**src/rtl/lucm_pkg.sv**
```systemverilog
// ----------------------------------------------------------------------------
// lucm_pkg
// widths, register codes, reset values and divider step for the undistort map
// ----------------------------------------------------------------------------
package lucm_pkg;

    localparam int COORD_W     = 10;
    localparam int COEF_W      = 24;
    localparam int INTR_W      = 20;
    localparam int NORM_W      = 24;
    localparam int FRAC_W      = 20;
    localparam int CFG_IDX_W   = 3;
    localparam int CFG_DATA_W  = 24;
    localparam int TDATA_W     = 24;
    localparam int TAIL_W      = 4;

    localparam int Q_ONE       = 1 << FRAC_W;

    localparam int IMAGE_COLS_DEF = 1024;
    localparam int IMAGE_ROWS_DEF = 1024;

    // normalize divider: one quotient bit per step, two steps per stage
    localparam int DIV_STEPS_PER_STAGE = 2;
    localparam int DIV_STAGES = NORM_W / DIV_STEPS_PER_STAGE;
    // magnitude, setup, steps, round, saturate
    localparam int DIV_LAT  = DIV_STAGES + 4;
    // divider plus nine arithmetic stages after it
    localparam int PIPE_LAT = DIV_LAT + 9;

    // register indexes
    localparam logic [CFG_IDX_W-1:0] REG_K1 = 3'd0;
    localparam logic [CFG_IDX_W-1:0] REG_K2 = 3'd1;
    localparam logic [CFG_IDX_W-1:0] REG_P1 = 3'd2;
    localparam logic [CFG_IDX_W-1:0] REG_P2 = 3'd3;
    localparam logic [CFG_IDX_W-1:0] REG_FX = 3'd4;
    localparam logic [CFG_IDX_W-1:0] REG_FY = 3'd5;
    localparam logic [CFG_IDX_W-1:0] REG_CX = 3'd6;
    localparam logic [CFG_IDX_W-1:0] REG_CY = 3'd7;

    localparam logic signed [COEF_W-1:0] K1_RST = -24'sd297175;
    localparam logic signed [COEF_W-1:0] K2_RST = 24'sd77552;
    localparam logic signed [COEF_W-1:0] P1_RST = 24'sd203;
    localparam logic signed [COEF_W-1:0] P2_RST = 24'sd18;
    localparam logic [INTR_W-1:0] FX_RST = 20'd117415;
    localparam logic [INTR_W-1:0] FY_RST = 20'd117068;
    localparam logic [INTR_W-1:0] CX_RST = 20'd94007;
    localparam logic [INTR_W-1:0] CY_RST = 20'd63584;

    localparam logic signed [NORM_W-1:0] NORM_MAX = 24'sh7FFFFF;
    localparam logic signed [NORM_W-1:0] NORM_MIN = 24'sh800000;
    localparam logic [NORM_W:0] NORM_LIM = 25'h0800000;

    typedef struct packed {
        logic [INTR_W-1:0] rem;
        logic [NORM_W-1:0] quo;
        logic [TAIL_W-1:0] tail;
        logic              ovf;
        logic              neg;
    } t_div;

    typedef struct packed {
        logic [COORD_W-1:0] row;
        logic [COORD_W-1:0] col;
        logic               ok;
    } t_res;

    // one restoring step: bring down a dividend bit, subtract if it fits
    function automatic t_div div_step(t_div d, logic [INTR_W-1:0] f);
        logic [INTR_W:0] t;
        t_div r;
        r = d;
        t = {d.rem, d.tail[TAIL_W-1]};
        r.tail = {d.tail[TAIL_W-2:0], 1'b0};
        if (t >= {1'b0, f}) begin
            r.rem = INTR_W'(t - {1'b0, f});
            r.quo = {d.quo[NORM_W-2:0], 1'b1};
        end else begin
            r.rem = t[INTR_W-1:0];
            r.quo = {d.quo[NORM_W-2:0], 1'b0};
        end
        return r;
    endfunction

endpackage

```
**src/rtl/lucm_norm_div.sv**
```systemverilog
// ----------------------------------------------------------------------------
// lucm_norm_div
// pipelined normalize: ((coord<<8) - center) * 2^20 / focal, saturated Q4.20
// ----------------------------------------------------------------------------
module lucm_norm_div (
    input  logic                                   i_clk,
    input  logic                                   i_en,
    input  logic [lucm_pkg::COORD_W-1:0]           i_coord,
    input  logic [lucm_pkg::INTR_W-1:0]            i_center,
    input  logic [lucm_pkg::INTR_W-1:0]            i_focal,
    output logic signed [lucm_pkg::NORM_W-1:0]    o_norm
);

    localparam int IW = lucm_pkg::INTR_W;
    localparam int NW = lucm_pkg::NORM_W;
    localparam int TW = lucm_pkg::TAIL_W;

    logic [IW-1:0] n_pos;
    logic [IW-1:0] w_f;
    logic [IW-1:0] r_mag;
    logic          r_neg;
    lucm_pkg::t_div r_div [0:lucm_pkg::DIV_STAGES];
    logic [NW:0]   r_mag2;
    logic          r_ovf2;
    logic          r_neg2;
    logic signed [NW-1:0] r_norm;

    assign n_pos = IW'({i_coord, 8'b0});
    // zero focal length counts as one lsb
    assign w_f   = (i_focal == '0) ? IW'(1) : i_focal;

    // magnitude and sign of the centered coordinate
    always_ff @(posedge i_clk) begin
        if (i_en) begin
            r_neg <= n_pos < i_center;
            r_mag <= (n_pos < i_center) ? (i_center - n_pos) : (n_pos - i_center);
        end
    end

    // quotient above 24 bits is flagged here and saturated at the end
    always_ff @(posedge i_clk) begin
        if (i_en) begin
            r_div[0].rem  <= {4'b0, r_mag[IW-1:TW]};
            r_div[0].tail <= r_mag[TW-1:0];
            r_div[0].quo  <= '0;
            r_div[0].ovf  <= {4'b0, r_mag} >= {w_f, 4'b0};
            r_div[0].neg  <= r_neg;
        end
    end

    for (genvar g = 1; g <= lucm_pkg::DIV_STAGES; g++) begin : g_step
        always_ff @(posedge i_clk) begin
            if (i_en) begin
                r_div[g] <= lucm_pkg::div_step(lucm_pkg::div_step(r_div[g-1], w_f), w_f);
            end
        end
    end

    // negative results round away from zero (ceiling of the magnitude)
    always_ff @(posedge i_clk) begin
        if (i_en) begin
            r_mag2 <= {1'b0, r_div[lucm_pkg::DIV_STAGES].quo}
                    + (NW+1)'(r_div[lucm_pkg::DIV_STAGES].neg
                               && (r_div[lucm_pkg::DIV_STAGES].rem != '0));
            r_ovf2 <= r_div[lucm_pkg::DIV_STAGES].ovf;
            r_neg2 <= r_div[lucm_pkg::DIV_STAGES].neg;
        end
    end

    always_ff @(posedge i_clk) begin
        if (i_en) begin
            if (r_ovf2 || (r_mag2 >= lucm_pkg::NORM_LIM)) begin
                r_norm <= r_neg2 ? lucm_pkg::NORM_MIN : lucm_pkg::NORM_MAX;
            end else begin
                r_norm <= r_neg2 ? $signed(NW'((NW+1)'(0) - r_mag2))
                                 : $signed(r_mag2[NW-1:0]);
            end
        end
    end

    assign o_norm = r_norm;

endmodule

```
**config.mk**
```make
export PLATFORM = sky130hd
export DESIGN_NAME = lucm_norm_div
export DESIGN_NICKNAME = d
export VERILOG_FILES = /design/src/rtl/lucm_pkg.sv /design/src/rtl/lucm_norm_div.sv
export SDC_FILE = /design/constraint.sdc
export NUM_CORES = 2
export LEC_CHECK = 0
export ABC_AREA = 1
export BUFFER_PORTS_ARGS = -buffer_cell sky130_fd_sc_hd__clkbuf_2
export CORE_ASPECT_RATIO = 1.25
export CORE_MARGIN = 3
export CORE_UTILIZATION = 40
export DETAILED_ROUTE_END_ITERATION = 8
export GPL_ROUTABILITY_DRIVEN = 0
export REMOVE_ABC_BUFFERS = 1
export SLEW_MARGIN = 20
export SYNTH_ARGS = -nofsm -noshare
export SYNTH_HDL_FRONTEND = slang
export SYNTH_SLANG_ARGS = --single-unit
```
**constraint.sdc**
```tcl
create_clock -name i_clk -period 6.6 [get_ports i_clk]
set_input_delay 1.32 -clock i_clk [delete_from_list [all_inputs] [get_ports i_clk]]
set_output_delay 1.32 -clock i_clk [all_outputs]
set_load 0.03 [all_outputs]
```
==> flow_metrics.py <==
metrics = {
    "critical_path": {
        "path_buf_inv": 9,
        "slowest_delay_ns": 0.56,
        "rr_endpoint": "r_div[0][283]",
        "r2r_setup_slack_ns": 1.63,
        "critPathMostFrequentCell": "nand2_1",
        "crit_path_max_fanout": 24,
        "crit_path_end_kind": "register",
        "cp.arrival_ns": 6.22,
        "r2r_cells": 27,
        "critPathTopFamily": "buffers and inverters",
        "start_kind": "input pin",
        "path_class": "input pin to register",
        "timing.rr.start": "r_div[0][245]",
        "crit_path_top_delay_cell": "inv_1",
        "crit_required_ns": 6.99,
    },
    "cells_and_area": {
        "antenna_cells": 0,
        "design_area_sq_mm": 0.0549,
        "drive_gt1_share_pct": 6.40,
        "final_cells": 8684,
        "layout.nets": 7614,
        "area_delta_synth_final_pct": 10.7,
    },
    "clock_tree": {
        "cts_root_buffer": "clkbuf_16",
        "numCtsBuffers": 59,
        "cts_max_level": 2,
        "cts.sinks": 516,
        "cts_hold_buf": 0,
        "clkLatencyLatePin_ns": 0.70,
        "cts.clk_slew.worst_paths_ns": 0.06,
        "postCtsSetupBuffers": 0,
        "ctsResizeCount": 0,
        "cts_tree": "built",
        "cts_buffer_depth": 3,
    },
    "logic_synthesis": {
        "synthArstFlopShare_pct": 0,
        "synth_edf_count": 516,
        "postSynthCellCount": 6843,
        "ys.flop_type": "edfxtp_1",
        "synth_area_sq_mm": 0.0496,
        "ys_ff_latch": 516,
        "synth-seq-area-share_pct": 31.2,
        "syn_avg_cell_area_sq_um": 7.25,
        "ys_warn_count": 0,
        "yosysTopAreaCell": "edfxtp_1",
        "synth_top_area_share_pct": 31.2,
        "synth_cell_types": 57,
        "synth_area_leaders": "edfxtp_1, nand2_1, ha_1",
    },
    "timing": {
        "hold_violations": 0,
        "drv_slew": 0,
        "fin_crit_ns": 5.82,
        "fin_worst_skew_ns": 0.0718,
        "post-route-period-util_pct": 88.2,
        "fmax_mhz": 172,
        "setup_viol": 0,
        "worstMarginPinSlew_ns": 1.01,
        "rsz0062_at_grt": "no",
        "setup_tns_ns": 0,
        "relSlewSlack_pct": 32.9,
    },
    "routing": {
        "viasPerCell": 5.48,
        "first_pass_iters": 6,
        "ant_nets": 0,
        "wirelength_um": 163000,
        "dr_total_vias": 47600,
        "first_iter_violations": 3749,
        "drc": 0,
        "wl_per_cell_um": 18.8,
    },
    "floorplan": {
        "core_sq_mm": 0.122,
        "rows": 143,
        "io_pins": 76,
        "die-area_sq_mm": 0.128,
        "start_util_pct": 40.6,
        "die_x_um": 321,
        "fp.dieH_um": 400,
    },
    "global_routing": {
        "track_usage_pct": 24.9,
        "grt_pass1_wl_um": 251000,
        "grt_pass1_vias": 45900,
        "grt_max_degree": 143,
        "antenna_found_initial": 3,
        "gr-total-overflow": 0,
    },
    "run": {
        "cap_violations": 0,
    },
    "placement": {
        "hpwlAfterDp_um": 128000,
        "post_dp_cell_area_sq_mm": 0.0529,
        "port_buffers": 75,
        "place_inst": 8575,
    },
    "worst_hold_path": {
        "whs_path_depth": 0,
        "min_to": "r_div[1][58]",
        "worstHoldStart": "r_div[1][6]",
        "hp-class": "register to register",
    },
    "outcome": {
        "status": "finished, final reports clean",
    },
}
[how the worst max path moves through the flow]
stage | from | endpoint | slack, ns | depth (start not counted)
after floorplan | i_focal[19] | r_div[0][132] | -1.03 | 27
final | i_focal[17] | r_div[1][90] | 0.78 | 28
after CTS | i_focal[17] | r_div[1][90] | 0.89 | 28
after global routing | i_focal[12] | r_div[0][381] | 0.46 | 25
after global placement | i_focal[17] | r_div[1][90] | 0.16 | 28
after detailed placement | i_focal[17] | r_div[1][90] | 0.18 | 28
[cell type report]
type                    instances  area, sq um
well taps                    1595         2000
repair buffers                249         1940
fillers                     12500        67400
clock inverters                40          490
inverters                     639         2400
flip-flops and latches        516        15500
multi-input cells            5576        31100
clock buffers                  69         1510
[layout by cell type (no fill, tap or decap), types with 10 or more instances in the layout]
cell	n
a21o_1	50
clkinv_1	10
nand3_1	337
edfxtp_1	516
buf_4	154
o21bai_1	35
clkbuf_2	74
and3_1	10
xor2_1	159
nand4_1	125
or2_2	44
clkbuf_16	59
inv_2	33
ha_1	506
a21oi_1	526
fa_1	15
inv_1	605
nand3b_1	44
nor2_1	623
o21ai_1	97
a21boi_0	25
nor4_1	42
nor3_1	53
clkbuf_1	10
a31oi_1	12
o21a_1	27
buf_12	20
o21ai_0	444
nand3_2	18
xnor2_1	237
nand2_1	2078
[cells by family after synthesis]
logic type	after synthesis	synth area share [%]
AOI/OAI and AO/OA	1245	13.5
xor gates and xnor gates	396	6.99
adders and majority gates	521	13.4
buffers and inverters	751	6.10
DFF	516	31.2
and+or+nand+nor	3414	28.9
[cells in the mapped netlist (4+ instances only)]
master / n
nor3_1: 53
nand3_1: 337
xor2_1: 159
inv_1: 623
or2_2: 44
nand2_1: 2078
clkbuf_1: 31
o211a_1: 5
xnor2_1: 237
ha_1: 506
o21bai_1: 35
nand2_2: 7
and2_1: 5
nor4_1: 42
o211ai_1: 7
a21o_1: 50
nor2_1: 623
or2_0: 4
a31oi_1: 12
a21boi_0: 25
edfxtp_1: 516
buf_4: 20
o21ai_1: 97
nand3b_1: 44
buf_6: 10
inv_2: 15
nand3_2: 18
nand4_1: 125
and3_1: 10
a21oi_1: 526
nor4b_1: 5
o21ai_0: 444
nor3b_1: 4
nor2_4: 4
nor2_2: 4
buf_2: 48
o21a_1: 27
fa_1: 15
[stage by stage]
stage	hold WS, ns	utilization [%]	setup slack, ns
6_report	0.383	44.9	0.776
5_1_grt	0.389	44.9	0.465
4_1_cts	0.370	44.9	0.886
3_5_place_dp	0.405	43.3	0.179
2_1_floorplan	0.400	-	-1.03
3_3_place_gp	0.401	43.3	0.161
[per-layer routing]
metal,vias to the layer above,routed length (um),GRT usage [%]
met5,-,0,0
met4,0,13500,17.7
met3,533,8410,2.67
met2,1613,77100,43.5
met1,21800,64200,28.5
li1,23600,-,-
[sequential cells by signal, summed over array words and instances (netlist names)]
name / flops
r_mag: 20
r_ovf2: 1
r_neg2: 1
r_mag2: 25
r_div: 444
o_norm: 24
r_neg: 1
Power is not shown: default switching activity piles up to over one toggle a cycle in this logic, so the estimate is an artifact.
